==> config.mk <==
export PLATFORM = sky130hd
export DESIGN_NAME = priority_ready_queue_scheduler
export DESIGN_NICKNAME = d
export VERILOG_FILES = /design/src/sv/prq_pkg.sv /design/src/sv/prq_res_pick.sv /design/src/sv/priority_ready_queue_scheduler.sv
export SDC_FILE = /design/constraint.sdc
export NUM_CORES = 1
export LEC_CHECK = 0
export ABC_CLOCK_PERIOD_IN_PS = 7100
export BUFFER_PORTS_ARGS = -buffer_cell sky130_fd_sc_hd__buf_2
export CAP_MARGIN = 20
export CORE_ASPECT_RATIO = 1.5
export CORE_MARGIN = 1.5
export CORE_UTILIZATION = 58
export CTS_CLUSTER_DIAMETER = 60
export DETAILED_ROUTE_END_ITERATION = 6
export PLACE_DENSITY = 0.76
export SYNTH_ARGS = -nofsm -noshare
export SYNTH_HDL_FRONTEND = slang
export SYNTH_SLANG_ARGS = --single-unit
==> constraint.sdc <==
create_clock -name clk -period 7.1 [get_ports clk]
set_input_delay 0 -clock clk [delete_from_list [all_inputs] [get_ports clk]]
set_output_delay 0 -clock clk [all_outputs]
set_load 0.03 [all_outputs]
==> src/sv/prq_pkg.sv <==
// Shared constants, codes and types for the priority ready-queue scheduler.
`default_nettype none

package prq_pkg;

  // Sizing
  localparam int NUM_TASKS   = 16;
  localparam int NUM_LEVELS  = 8;
  localparam int LEVEL_DEPTH = 16;

  // Item field widths
  localparam int KIND_W   = 2;
  localparam int TASK_W   = 4;
  localparam int PRIO_W   = 3;
  localparam int STATUS_W = 2;

  // Derived index and counter widths
  localparam int TASK_IW   = (NUM_TASKS > 1) ? $clog2(NUM_TASKS) : 1;
  localparam int LVL_W     = (NUM_LEVELS > 1) ? $clog2(NUM_LEVELS) : 1;
  localparam int HEAD_W    = (LEVEL_DEPTH > 1) ? $clog2(LEVEL_DEPTH) : 1;
  localparam int CNT_W     = $clog2(LEVEL_DEPTH + 1);
  localparam int MEM_DEPTH = NUM_LEVELS * LEVEL_DEPTH;
  localparam int ADDR_W    = $clog2(MEM_DEPTH);
  localparam int TREE_N    = 2 ** TASK_IW;

  // Packed stream widths
  localparam int IN_DATA_W  = 8;
  localparam int IN_USER_W  = KIND_W;
  localparam int OUT_DATA_W = 8;

  // Item kinds
  localparam logic [KIND_W-1:0] KIND_ADD    = 2'd0;
  localparam logic [KIND_W-1:0] KIND_REMOVE = 2'd1;
  localparam logic [KIND_W-1:0] KIND_UPDATE = 2'd2;

  // Result status codes
  localparam logic [STATUS_W-1:0] STATUS_OK    = 2'd0;
  localparam logic [STATUS_W-1:0] STATUS_FULL  = 2'd1;
  localparam logic [STATUS_W-1:0] STATUS_EMPTY = 2'd2;

  typedef enum logic {
    ST_IDLE,
    ST_PICK
  } state_t;

  // Winner of the resource-holder search
  typedef struct packed {
    logic              found;
    logic [TASK_W-1:0] id;
    logic [PRIO_W-1:0] prio;
  } res_pick_t;

  // Flat queue RAM address of slot pos in level lvl
  function automatic logic [ADDR_W-1:0] q_addr(input logic [LVL_W-1:0] lvl,
                                                input logic [HEAD_W-1:0] pos);
    q_addr = ADDR_W'(ADDR_W'(lvl) * ADDR_W'(LEVEL_DEPTH)) + ADDR_W'(pos);
  endfunction

endpackage

`default_nettype wire

==> src/sv/prq_res_pick.sv <==
// Resource-holder search: lowest-numbered holder with the highest nonzero priority.
`default_nettype none

module prq_res_pick (
  input  wire logic [prq_pkg::PRIO_W-1:0] task_prio [prq_pkg::NUM_TASKS],
  input  wire logic                       task_flag [prq_pkg::NUM_TASKS],
  output prq_pkg::res_pick_t              pick
);

  logic [prq_pkg::PRIO_W-1:0] node_prio [2*prq_pkg::TREE_N];
  logic [prq_pkg::TASK_W-1:0] node_id   [2*prq_pkg::TREE_N];

  // Leaves hold the effective priority (zero when no resource held);
  // ties go to the left, i.e. the lower task number.
  always_comb begin
    node_prio[0] = '0;
    node_id[0]   = '0;
    for (int i = 0; i < prq_pkg::TREE_N; i++) begin
      node_id[prq_pkg::TREE_N + i]   = prq_pkg::TASK_W'(i);
      node_prio[prq_pkg::TREE_N + i] = '0;
      if (i < prq_pkg::NUM_TASKS) begin
        if (task_flag[i]) begin
          node_prio[prq_pkg::TREE_N + i] = task_prio[i];
        end
      end
    end
    for (int n = prq_pkg::TREE_N - 1; n >= 1; n--) begin
      if (node_prio[2*n] >= node_prio[2*n+1]) begin
        node_prio[n] = node_prio[2*n];
        node_id[n]   = node_id[2*n];
      end else begin
        node_prio[n] = node_prio[2*n+1];
        node_id[n]   = node_id[2*n+1];
      end
    end
  end

  assign pick.found = (node_prio[1] != '0);
  assign pick.id    = node_id[1];
  assign pick.prio  = node_prio[1];

endmodule

`default_nettype wire

==> src/sv/priority_ready_queue_scheduler.sv <==
// Top level: per-level FIFO ready queues in one RAM, plus resource override pick.
//
//  channel | dir | handshake        | payload
//  --------+-----+------------------+-------------------------------------------
//  in_     | in  | in_tvalid/tready | tuser: kind; tdata: task_id, priority_req,
//          |     |                  |        holds_resource
//  out_    | out | out_tvalid/tready| tdata: next_task, next_valid, status
//
// Each item has an accept step, then a pick step. Accept cycle: level
// head/count and task tables are updated and the queue RAM is read at the
// new top level's head (a write to that same slot in that cycle is
// forwarded). Pick cycle: the RAM read data meets the resource-holder tree
// and the result register is loaded.
// Reset clears heads, counts and task tables at once; the queue RAM is not
// cleared, only slots inside a level's occupied window are ever used.
// A stalled result holds the pick cycle; the result register frees the input
// side once it is loaded.
`default_nettype none

module priority_ready_queue_scheduler (
  input  wire logic                           clk,
  input  wire logic                           rst_n,
  input  wire logic                           in_tvalid,
  output logic                                in_tready,
  // [3:0] task_id, [6:4] priority_req, [7] holds_resource
  input  wire logic [prq_pkg::IN_DATA_W-1:0]  in_tdata,
  // [1:0] kind
  input  wire logic [prq_pkg::IN_USER_W-1:0]  in_tuser,
  output logic                                out_tvalid,
  input  wire logic                           out_tready,
  // [3:0] next_task, [4] next_valid, [6:5] status, [7] zero
  output logic [prq_pkg::OUT_DATA_W-1:0]      out_tdata
);

  // ---------------------------------------------------------------- state
  prq_pkg::state_t state_r, state_nxt;

  logic [prq_pkg::HEAD_W-1:0] head_r  [prq_pkg::NUM_LEVELS];
  logic [prq_pkg::HEAD_W-1:0] head_nxt[prq_pkg::NUM_LEVELS];
  logic [prq_pkg::CNT_W-1:0]  count_r  [prq_pkg::NUM_LEVELS];
  logic [prq_pkg::CNT_W-1:0]  count_nxt[prq_pkg::NUM_LEVELS];
  logic [prq_pkg::PRIO_W-1:0] prio_r  [prq_pkg::NUM_TASKS];
  logic [prq_pkg::PRIO_W-1:0] prio_nxt[prq_pkg::NUM_TASKS];
  logic                       flag_r  [prq_pkg::NUM_TASKS];
  logic                       flag_nxt[prq_pkg::NUM_TASKS];

  // Queue RAM: task ids, one LEVEL_DEPTH window per level
  logic [prq_pkg::TASK_W-1:0] qmem [prq_pkg::MEM_DEPTH];
  logic [prq_pkg::TASK_W-1:0] rdata_r;

  logic                         byp_r;
  logic [prq_pkg::TASK_W-1:0]   byp_data_r;
  logic                         ready_valid_r;
  logic [prq_pkg::STATUS_W-1:0] status_r, status_nxt;

  logic                           out_tvalid_r, out_tvalid_nxt;
  logic [prq_pkg::OUT_DATA_W-1:0] out_tdata_r, out_tdata_nxt;

  // ---------------------------------------------------------------- input decode
  logic                       acc;
  logic [prq_pkg::KIND_W-1:0] in_kind;
  logic [prq_pkg::TASK_W-1:0] in_task;
  logic [prq_pkg::PRIO_W-1:0] in_prio;
  logic                       in_hold;
  logic                       lvl_ok, task_ok;
  logic [prq_pkg::LVL_W-1:0]  lvl;
  logic [prq_pkg::TASK_IW-1:0] tsk;
  logic [prq_pkg::CNT_W-1:0]  cnt;
  logic [prq_pkg::HEAD_W-1:0] hd;
  logic [prq_pkg::CNT_W:0]    tail_sum;
  logic [prq_pkg::HEAD_W-1:0] tail_pos;

  assign in_tready = (state_r == prq_pkg::ST_IDLE);
  assign acc       = in_tvalid & in_tready;

  assign in_kind = in_tuser[1:0];
  assign in_task = in_tdata[3:0];
  assign in_prio = in_tdata[6:4];
  assign in_hold = in_tdata[7];

  assign lvl_ok  = (32'(in_prio) < prq_pkg::NUM_LEVELS);
  assign task_ok = (32'(in_task) < prq_pkg::NUM_TASKS);
  assign lvl     = prq_pkg::LVL_W'(in_prio);
  assign tsk     = prq_pkg::TASK_IW'(in_task);
  assign cnt     = count_r[lvl];
  assign hd      = head_r[lvl];

  // Tail slot = head + count, wrapped once
  always_comb begin
    tail_sum = (prq_pkg::CNT_W+1)'(hd) + (prq_pkg::CNT_W+1)'(cnt);
    if (tail_sum >= (prq_pkg::CNT_W+1)'(prq_pkg::LEVEL_DEPTH)) begin
      tail_sum = tail_sum - (prq_pkg::CNT_W+1)'(prq_pkg::LEVEL_DEPTH);
    end
    tail_pos = prq_pkg::HEAD_W'(tail_sum);
  end

  // ---------------------------------------------------------------- table update
  logic                       wr_en;
  logic [prq_pkg::ADDR_W-1:0] wr_addr;

  always_comb begin
    head_nxt   = head_r;
    count_nxt  = count_r;
    prio_nxt   = prio_r;
    flag_nxt   = flag_r;
    status_nxt = prq_pkg::STATUS_OK;
    wr_en      = 1'b0;
    wr_addr    = prq_pkg::q_addr(lvl, tail_pos);
    case (in_kind)
      prq_pkg::KIND_ADD: begin
        if (lvl_ok && task_ok) begin
          if (cnt >= prq_pkg::CNT_W'(prq_pkg::LEVEL_DEPTH)) begin
            status_nxt = prq_pkg::STATUS_FULL;
          end else begin
            wr_en          = acc;
            prio_nxt[tsk]  = in_prio;
            count_nxt[lvl] = cnt + 1'b1;
          end
        end
      end
      prq_pkg::KIND_REMOVE: begin
        if (lvl_ok) begin
          if (cnt == '0) begin
            status_nxt = prq_pkg::STATUS_EMPTY;
          end else begin
            count_nxt[lvl] = cnt - 1'b1;
            if (32'(hd) == prq_pkg::LEVEL_DEPTH - 1) begin
              head_nxt[lvl] = '0;
            end else begin
              head_nxt[lvl] = hd + 1'b1;
            end
          end
        end
      end
      prq_pkg::KIND_UPDATE: begin
        if (task_ok) begin
          prio_nxt[tsk] = in_prio;
          flag_nxt[tsk] = in_hold;
        end
      end
      default: begin
      end
    endcase
  end

  // ---------------------------------------------------------------- top level search
  // Highest non-empty level after this item's update; its head is read.
  logic                       any_ready;
  logic [prq_pkg::LVL_W-1:0]  top_lvl;
  logic [prq_pkg::ADDR_W-1:0] rd_addr;

  always_comb begin
    any_ready = 1'b0;
    top_lvl   = '0;
    for (int i = 0; i < prq_pkg::NUM_LEVELS; i++) begin
      if (count_nxt[i] != '0) begin
        any_ready = 1'b1;
        top_lvl   = prq_pkg::LVL_W'(i);
      end
    end
    rd_addr = prq_pkg::q_addr(top_lvl, head_nxt[top_lvl]);
  end

  // ---------------------------------------------------------------- queue RAM
  always_ff @(posedge clk) begin
    if (wr_en) begin
      qmem[wr_addr] <= in_task;
    end
    if (acc) begin
      rdata_r <= qmem[rd_addr];
    end
  end

  // Read-during-write on the head slot: an add into an empty top level
  always_ff @(posedge clk) begin
    if (acc) begin
      byp_r         <= wr_en && (wr_addr == rd_addr);
      byp_data_r    <= in_task;
      ready_valid_r <= any_ready;
      status_r      <= status_nxt;
    end
  end

  // ---------------------------------------------------------------- task tables
  always_ff @(posedge clk) begin
    if (!rst_n) begin
      for (int i = 0; i < prq_pkg::NUM_LEVELS; i++) begin
        head_r[i]  <= '0;
        count_r[i] <= '0;
      end
      for (int i = 0; i < prq_pkg::NUM_TASKS; i++) begin
        prio_r[i] <= '0;
        flag_r[i] <= 1'b0;
      end
    end else if (acc) begin
      head_r  <= head_nxt;
      count_r <= count_nxt;
      prio_r  <= prio_nxt;
      flag_r  <= flag_nxt;
    end
  end

  // ---------------------------------------------------------------- pick stage
  prq_pkg::res_pick_t res;

  prq_res_pick u_res_pick (
    .task_prio (prio_r),
    .task_flag (flag_r),
    .pick      (res)
  );

  logic [prq_pkg::TASK_W-1:0] ready_task;
  logic                       ready_ok;
  logic [prq_pkg::PRIO_W-1:0] ready_prio;
  logic                       use_res;
  logic                       pick_valid;
  logic [prq_pkg::TASK_W-1:0] pick_task;
  logic                       load_out;

  always_comb begin
    ready_task = byp_r ? byp_data_r : rdata_r;
    ready_ok   = (32'(ready_task) < prq_pkg::NUM_TASKS);
    ready_prio = prio_r[prq_pkg::TASK_IW'(ready_task)];
    // Resource holder overrides when its priority reaches the head's
    use_res    = res.found && (!ready_valid_r || !ready_ok || (res.prio >= ready_prio));
    pick_valid = use_res || ready_valid_r;
    if (use_res) begin
      pick_task = res.id;
    end else if (ready_valid_r) begin
      pick_task = ready_task;
    end else begin
      pick_task = '0;
    end
  end

  assign load_out = (state_r == prq_pkg::ST_PICK) && (!out_tvalid_r || out_tready);

  // ---------------------------------------------------------------- control
  always_comb begin
    state_nxt = state_r;
    case (state_r)
      prq_pkg::ST_IDLE: begin
        if (acc) begin
          state_nxt = prq_pkg::ST_PICK;
        end
      end
      prq_pkg::ST_PICK: begin
        if (load_out) begin
          state_nxt = prq_pkg::ST_IDLE;
        end
      end
      default: state_nxt = prq_pkg::ST_IDLE;
    endcase
  end

  always_comb begin
    out_tvalid_nxt = out_tvalid_r;
    out_tdata_nxt  = out_tdata_r;
    if (load_out) begin
      out_tvalid_nxt = 1'b1;
      out_tdata_nxt  = {1'b0, status_r, pick_valid, pick_task};
    end else if (out_tready) begin
      out_tvalid_nxt = 1'b0;
    end
  end

  always_ff @(posedge clk) begin
    if (!rst_n) begin
      state_r      <= prq_pkg::ST_IDLE;
      out_tvalid_r <= 1'b0;
    end else begin
      state_r      <= state_nxt;
      out_tvalid_r <= out_tvalid_nxt;
    end
  end

  always_ff @(posedge clk) begin
    out_tdata_r <= out_tdata_nxt;
  end

  assign out_tvalid = out_tvalid_r;
  assign out_tdata  = out_tdata_r;

endmodule

`default_nettype wire
# Word level (Yosys, flattened, before mapping)

Memories as Yosys holds them, arrays and structs flattened. A register that Yosys moved wholly into a read port is not among the register bits.
Cells that the tools add are included.

$add $sub $neg: 7
Magnitude comparators: 24
Equality and inequality tests: 5
Muxes and demuxes: 103
Bitwise operators: 8
Reduce and logical (&&, ||, !) cells: 26

Operators with widths:

| operator           | count |
|---|---|
| $mux 3             | 42 |
| $mux 32            | 3 |
| $pmux 48 s2        | 1 |
| $bwmux 40          | 2 |
| $mux 40            | 2 |
| $pmux 40 s2        | 1 |
| $bwmux 48          | 1 |
| $ge 3x3->1         | 16 |
| $mux 48            | 1 |
| $mux 4             | 10 |
| $reduce_bool 5->1  | 8 |
| $and 32x32->32     | 1 |
| $bwmux 32          | 1 |
| $not 32->32        | 1 |
| $bmux 4 s3         | 2 |
| $mux 1             | 20 |
| $bwmux 16          | 1 |
| $bmux 5 s3         | 1 |
| $demux 5 s3        | 1 |
| $ge 5x5->1 const B | 3 |
| $mux 5             | 3 |
| $add 7x4->7        | 2 |
| $bmux 3 s4         | 1 |
| $demux 3 s4        | 1 |
| other kinds (33)   | 48 |

Register bits after elaboration: 153
Memory bits (writable): 512
Input bits: 14
Output and inout port bits: 10
Logic and storage cells: 229
Memories kept: 1

Memories:

| memory | depth | width | rd ports | clocked after Yosys merged registers in | write ports | RTL line                             | RTL |
|---|---|---|---|---|---|---|---|
| qmem   | 128   | 4     | 1        | 1                                       | 1           | priority_ready_queue_scheduler.sv:48 | `logic [prq_pkg::TASK_W-1:0] qmem [prq_pkg::MEM_DEPTH];` |

# Longest topological paths before layout

Word-level depth: 23
Mapped depth: 35
Mapped depth without buffers: 34

# Hierarchy

A second synthesis with hierarchy kept.

Cell total of the unflattened synthesis: 3,110
Area, all modules: 33,394.5 µm²

By module, submodules not included:

| module                         | instances | cells an instance | area each (µm²) | seq. area each (µm²) |
|---|---|---|---|---|
| priority_ready_queue_scheduler | 1         | 2,831             | 31,460.2        | 18,707.9 |
| prq_res_pick                   | 1         | 279               | 1,934.4         | 0.0 |

# Worst setup path before layout

OpenSTA, ideal clock, no wires.

Path type: register -> register
Start: register prio_r[36] (netlist bit)
End: register out_tdata_r (netlist bit out_tdata[3]) (data pin)
Setup time: 0.260 ns
Arrival time: 6.709 ns
Data required time: 6.840 ns
Path slack: 0.131 ns
Stages on the path, launching flop included: 30
Path through: dfxtp_1 -> and2_1 -> ha_1 -> nor2b_1 -> maj3_1 -> maj3_1 -> o21ai_0 -> ha_1 -> nand2b_1 -> a21o_1 -> a21oi_1 -> mux2i_1 -> ha_1 -> nand2b_1 -> a21o_1 -> a21oi_1 -> nand2_1 -> o21ai_0 -> inv_1 -> ha_1 -> nand2b_1 -> a21o_1 -> a21oi_1 -> mux2_2 -> ha_1 -> a21boi_0 -> o21ai_0 -> nand3b_1 -> nand2_1 -> mux2_2

Cells in the longest elaborated chain, start to end: 13
Elaborated cells on any way between the ends: 18
Classes of those cells: 5 x order compare; 10 x mux; 3 x reduce/logical

Ends and longest elaborated chain:

| element                | RTL line                              | RTL |
|---|---|---|
| start, declared        | priority_ready_queue_scheduler.sv:42  | `logic [prq_pkg::PRIO_W-1:0] prio_r [prq_pkg::NUM_TASKS];` |
| start signal, assigned | priority_ready_queue_scheduler.sv:198 | `prio_r <= prio_nxt;` |
| $mux 3                 | prq_res_pick.sv:22                    | `if (task_flag[i]) begin` |
| $ge 3x3->1             | prq_res_pick.sv:28                    | `if (node_prio[2*n] >= node_prio[2*n+1]) begin` |
| $mux 3                 | prq_res_pick.sv:28                    |  |
| $ge 3x3->1             | prq_res_pick.sv:28                    |  |
| $mux 3                 | prq_res_pick.sv:28                    |  |
| $ge 3x3->1             | prq_res_pick.sv:28                    |  |
| $mux 3                 | prq_res_pick.sv:28                    |  |
| $ge 3x3->1             | prq_res_pick.sv:28                    |  |
| $mux 3                 | prq_res_pick.sv:28                    |  |
| $ge 3x3->1             | priority_ready_queue_scheduler.sv:225 | `use_res = res.found && (!ready_valid_r \|\| !ready_ok \|\| (res.prio >= ready_prio));` |
| $logic_or 1x1->1       | priority_ready_queue_scheduler.sv:225 |  |
| $logic_and 1x1->1      | priority_ready_queue_scheduler.sv:225 |  |
| $mux 4 *               | priority_ready_queue_scheduler.sv:227 | `if (use_res) begin` |
| net pick_task, one bit | priority_ready_queue_scheduler.sv:217 | `logic [prq_pkg::TASK_W-1:0] pick_task;` |
| end signal, assigned   | priority_ready_queue_scheduler.sv:278 | `out_tdata_r <= out_tdata_nxt;` |
| end, declared          | priority_ready_queue_scheduler.sv:57  | `logic [prq_pkg::OUT_DATA_W-1:0] out_tdata_r, out_tdata_nxt;` |

Mark *: on every way through the listed nets, which the timed path passes. The rest lies on a longest branch. The select of a mux whose other input is x is not followed.
A chain may end at the register's enable or synchronous reset.

# Worst setup path after layout

Start: register count_r[1] (netlist bit)
End: register rdata_r[1] (netlist bit) (read register of qmem) (data pin)

Cells in the longest elaborated chain, start to end: 20
Elaborated cells on any way between the ends: 33
Classes of those cells: 3 x add/sub; 1 x order compare; 20 x mux; 1 x bitwise; 8 x reduce/logical

Ends and longest elaborated chain:

| element                                    | RTL line                                                                     | RTL |
|---|---|---|
| start, declared                            | priority_ready_queue_scheduler.sv:40                                         | `logic [prq_pkg::CNT_W-1:0] count_r [prq_pkg::NUM_LEVELS];` |
| start signal, assigned                     | priority_ready_queue_scheduler.sv:197                                        | `count_r <= count_nxt;` |
| $bmux 5 s3                                 | priority_ready_queue_scheduler.sv:85                                         | `assign cnt = count_r[lvl];` |
| $mux 5 (not written as such) (2 in a row)  | priority_ready_queue_scheduler.sv:85                                         |  |
| $sub 5x1->5 or $add 5x1->5 (tied branches) | priority_ready_queue_scheduler.sv:126, priority_ready_queue_scheduler.sv:117 |  |
| $bwmux 40 (on tied branches)               | priority_ready_queue_scheduler.sv:126, priority_ready_queue_scheduler.sv:117 |  |
| $mux 40 (on tied branches)                 | priority_ready_queue_scheduler.sv:123, priority_ready_queue_scheduler.sv:112 |  |
| $pmux 40 s2                                | priority_ready_queue_scheduler.sv:109                                        | `case (in_kind)` |
| $reduce_bool 5->1                          | priority_ready_queue_scheduler.sv:156                                        | `if (count_nxt[i] != '0) begin` |
| $mux 1                                     | priority_ready_queue_scheduler.sv:156                                        |  |
| $mux 3 (6 in a row)                        | priority_ready_queue_scheduler.sv:156                                        |  |
| $not 3->4 (not written as such)            | priority_ready_queue_scheduler.sv:161                                        | `rd_addr = prq_pkg::q_addr(top_lvl, head_nxt[top_lvl]);` |
| $bmux 4 s3                                 | priority_ready_queue_scheduler.sv:161                                        |  |
| $mux 4 (not written as such) (2 in a row)  | priority_ready_queue_scheduler.sv:161                                        |  |
| $add 7x4->7 *                              | prq_pkg.sv:56                                                                | `q_addr = ADDR_W'(ADDR_W'(lvl) * ADDR_W'(LEVEL_DEPTH)) + ADDR_W'(pos);` |
| end, declared                              | priority_ready_queue_scheduler.sv:49                                         | `logic [prq_pkg::TASK_W-1:0] rdata_r;` |

Mark *: on every way between the ends. The rest lies on a longest branch, timed or not. The select of a mux whose other input is x is not followed.

==> qor.json <==
{
  "mappedNetlistArea": {"value": 31900, "unit": "µm²"},
  "syn_to_final_growth": {"value": 11.9, "unit": "%"},
  "mostFrequentLayoutCells": {"value": "nand2_1 (619), edfxtp_1 (531), nor2_1 (326), nand3_1 (226), buf_4 (147)"},
  "worstSetupPathType": {"value": "reg -> reg"},
  "failed_checks": {"value": "design-rule violations"},
  "clock_skew": {"value": 0.0202, "unit": "ns"},
  "tritoncts_clock_tree": {"value": "built"},
  "clock_latency_late_sink": {"value": 0.63, "unit": "ns"},
  "max-slew-margin-rel": {"value": 23.9, "unit": "%"},
  "timing_worst_slew_pin_value": {"value": 1.14, "unit": "ns"},
  "antenna_violating_nets_post_route": {"value": 0},
  "dpl.cell_count": {"value": 3696},
  "setup.worst_path.end_class": {"value": "flip-flop"},
  "p_total": {"value": 9600, "unit": "µW"},
  "synth_enable_flop_cells": {"value": 531},
  "r2r_setup_slack": {"value": 0.41, "unit": "ns"},
  "clk_transition_reported_paths": {"value": 0.06, "unit": "ns"},
  "timing.critical_path.required": {"value": 7.48, "unit": "ns"},
  "via_per_inst": {"value": 6.55},
  "startpoint_type": {"value": "flip-flop"},
  "grt_first_pass_wirelength": {"value": 148000, "unit": "µm"},
  "startpoint": {"value": "count_r[1]$_SDFFE_PN0P_"},
  "clock_tree.htree_level_count": {"value": 3},
  "mappedNetlistNets": {"value": 3063},
  "core_region_area": {"value": 54500, "unit": "µm²"},
  "final.setup.worst_slack": {"value": 0.407, "unit": "ns"},
  "root_buffer": {"value": "clkbuf_16"},
  "static-leakage-power": {"value": 0.0124, "unit": "µW"},
  "fillerInstances": {"value": 4016},
  "crit_path_end": {"value": "rdata_r[1]$_DFFE_PP_"},
  "yosysWarningCount": {"value": 0},
  "grt.overflow.total": {"value": 0},
  "setup_viol_count_final": {"value": 0},
  "pin_count_of_the_biggest_net_entering_global_routing": {"value": 90},
  "synth-seq-area-share": {"value": 58.7, "unit": "%"},
  "worst_ep_arrival_time": {"value": 7.07, "unit": "ns"},
  "slew_violations": {"value": 0},
  "synth_seq_cells": {"value": 669},
  "place_congestion": {"value": 1.01},
  "tritoncts.num_buffers": {"value": 67},
  "finalWirelength": {"value": 99500, "unit": "µm"},
  "floorplan.rows": {"value": 105},
  "buffer_ports.inserted": {"value": 22},
  "drv_cap": {"value": 0},
  "hold_path_class": {"value": "in -> reg"},
  "routed_vias": {"value": 25089},
  "die_h": {"value": 290, "unit": "µm"},
  "antenna_violations_before_repair": {"value": 0},
  "highest_achievable_clock_rate": {"value": 149, "unit": "MHz"},
  "clock_sinks": {"value": 669},
  "post_synth_num_cell_types": {"value": 104},
  "route.detailed.wl_per_inst": {"value": 26.0, "unit": "µm"},
  "dp_hpwl": {"value": 67800, "unit": "µm"},
  "top_area_cell_type_share_of_the_netlist_area": {"value": 50.0, "unit": "%"},
  "layout_worst_path_cycle_share": {"value": 94.3, "unit": "%"},
  "power_density": {"value": 269, "unit": "nW/µm²"},
  "yosys-top-cells-area": {"value": "edfxtp_1 (50%), dfxtp_1 (8.7%), nand2_1 (7.3%)"},
  "ys.flop_type": {"value": "edfxtp_1"},
  "cells_after_synth": {"value": 3009},
  "vdd_ir_drop_max": {"value": 0.231, "unit": "mV"},
  "drt_iter0_drc": {"value": 2463},
  "most_common_library_cell_in_the_layout_ignoring_fill_and_taps": {"value": "nand2_1"},
  "floorplan.die.width": {"value": 194, "unit": "µm"},
  "rr_endpoint": {"value": "rdata_r[1]$_DFFE_PP_"},
  "stdcell_count": {"value": 3830},
  "floorplan.initialDensity": {"value": 58.4, "unit": "%"},
  "final-hold-violation-count": {"value": 0},
  "postSynthAreaPerCell": {"value": 10.6, "unit": "µm²"},
  "crit_path_max_fanout": {"value": 18},
  "cts_max_path_buffers": {"value": 3},
  "top_level_ports": {"value": 24},
  "first_global_vias": {"value": 24965},
  "status": {"value": "complete, but fails checks"},
  "r2r_cells": {"value": 20},
  "timing.rr.start": {"value": "count_r[1]$_SDFFE_PN0P_"},
  "fin_crit": {"value": 6.69, "unit": "ns"},
  "fraction_of_registers_with_async_set_or_reset_after_synthesis": {"value": 0, "unit": "%"},
  "synth_top_area_cell": {"value": "edfxtp_1"},
  "number_of_drc_violations_after_detailed_routing": {"value": 1},
  "design.final.nets": {"value": 3134},
  "overall_track_demand_over_capacity_in_global_routing": {"value": 35.0, "unit": "%"},
  "setup_total_negative_slack": {"value": 0, "unit": "ns"},
  "tritonroute_pass_1_iters": {"value": 7},
  "pre_cts_slack": {"value": 0.273, "unit": "ns"},
  "die_area": {"value": 56400, "unit": "µm²"},
  "layout-drive-gt1-share": {"value": 11.9, "unit": "%"}
}
-- layer usage --
layer / wire (µm) / up-vias / track usage, % / part of all wire [%]
li1: - / 11133 / - / -
met1: 33800 / 12103 / 38.5 / 34
met2: 49100 / 1402 / 59.8 / 49
met3: 7460 / 451 / 5.33 / 7.5
met4: 9080 / 0 / 29.3 / 9.1
met5: 0 / - / 0 / 0
-- through the flow --
stage	utilization [%]	hold WS, ns	cell area [µm²]
2_1_floorplan	-	0.0989	31900
3_3_place_gp	61.1	0.277	33300
3_5_place_dp	61.1	0.293	33300
4_1_cts	65.3	0.00257	35600
5_1_grt	65.4	0.0677	35600
6_report	65.4	0.0306	35600
-- registers in the layout, indices dropped and copies added (netlist names), 2 cells and up --
name and flops:
count_r 40, byp_data_r 4, status_r 2, flag_r 16, qmem 512, rdata_r 4
out_tdata 7, prio_r 48, head_r 32
-- worst min path at each step --
| stage | slack [ns] | to | startpoint | depth (start not counted) |
|---|---|---|---|---|
| floorplan | 0.1 | byp_data_r[0]$_DFFE_PP_ | in_tdata[0] | 0 |
| global placement | 0.28 | state_r$_SDFF_PN0_ | in_tvalid | 3 |
| detailed placement | 0.29 | state_r$_SDFF_PN0_ | in_tvalid | 3 |
| CTS | 0.003 | count_r[21]$_SDFFE_PN0P_ | in_tuser[0] | 4 |
| global route | 0.07 | count_r[21]$_SDFFE_PN0P_ | in_tuser[0] | 4 |
| finish | 0.03 | count_r[21]$_SDFFE_PN0P_ | in_tuser[0] | 4 |
-- what timing repair did --
action	in CTS	in global routing
setup endpoints to repair	0	4
setup buffers	0	1
hold endpoints to repair	165	0
hold buffers	9	0
resized for setup	0	9
-- layout make-up --
class | count | area, µm² | area share (%)
flip-flops and latches | 669 | 18700 | 52.5
multi-input cells | 2105 | 12200 | 34.1
clock buffers | 83 | 1760 | 4.93
repair buffers | 188 | 1560 | 4.36
well taps | 695 | 870 | 2.44
clock inverters | 40 | 418 | 1.17
inverters | 49 | 185 | 0.519
diodes | 1 | 2.50 | 0.00702
-- critical path, stage by stage, from the launching register on --
cell       delay (ns)
dfxtp_1          0.38
mux4_2           0.50
mux2i_1          0.20
ha_1             0.29
nand3_1          0.22
nor4_4           0.61
a211oi_2         0.34
and2_1           0.35
a32oi_1          0.41
a41oi_1          0.31
o211a_1          0.38
o21ai_0          0.29
a21oi_1          0.14
o21ai_2          0.28
and2_2           0.52
buf_4            0.33
nand3_1          0.16
o2111ai_1        0.14
nand4_1          0.16
nor2_1           0.22
and4bb_1         0.22
-- cells by family after synthesis --
logic type,Yosys count,share of synthesized area [%]
simple gates,1387,19.2
flops,669,58.7
compound gates,477,10.1
buf+inv,235,3.46
mux,174,6.20
fa+ha+maj,49,1.88
xor+xnor,17,0.467
other cells,1,0.0118
-- where the power goes --
group	internal, µW	switching (µW)	total [µW]	leakage (µW)
logic	574	1180	1750	0.00547
clock network	1980	1580	3560	0.00106
registers	4260	27.6	4290	0.00589
-- synth_stat cells (19+ instances only) --
cell type  number
o21ai_0        76
nand2_1       621
mux2i_1       140
o22ai_1        19
a21oi_1       126
ha_1           39
nand4_1        55
buf_4          21
and2_1         20
nor3_1         27
buf_2          37
a31oi_1        61
a32oi_1        32
a211oi_1       36
nand2b_1       25
clkbuf_1       98
nor2_1        328
dfxtp_1       138
inv_1          47
nand3_1       226
edfxtp_1      531
(Power assumes the default switching activity.)
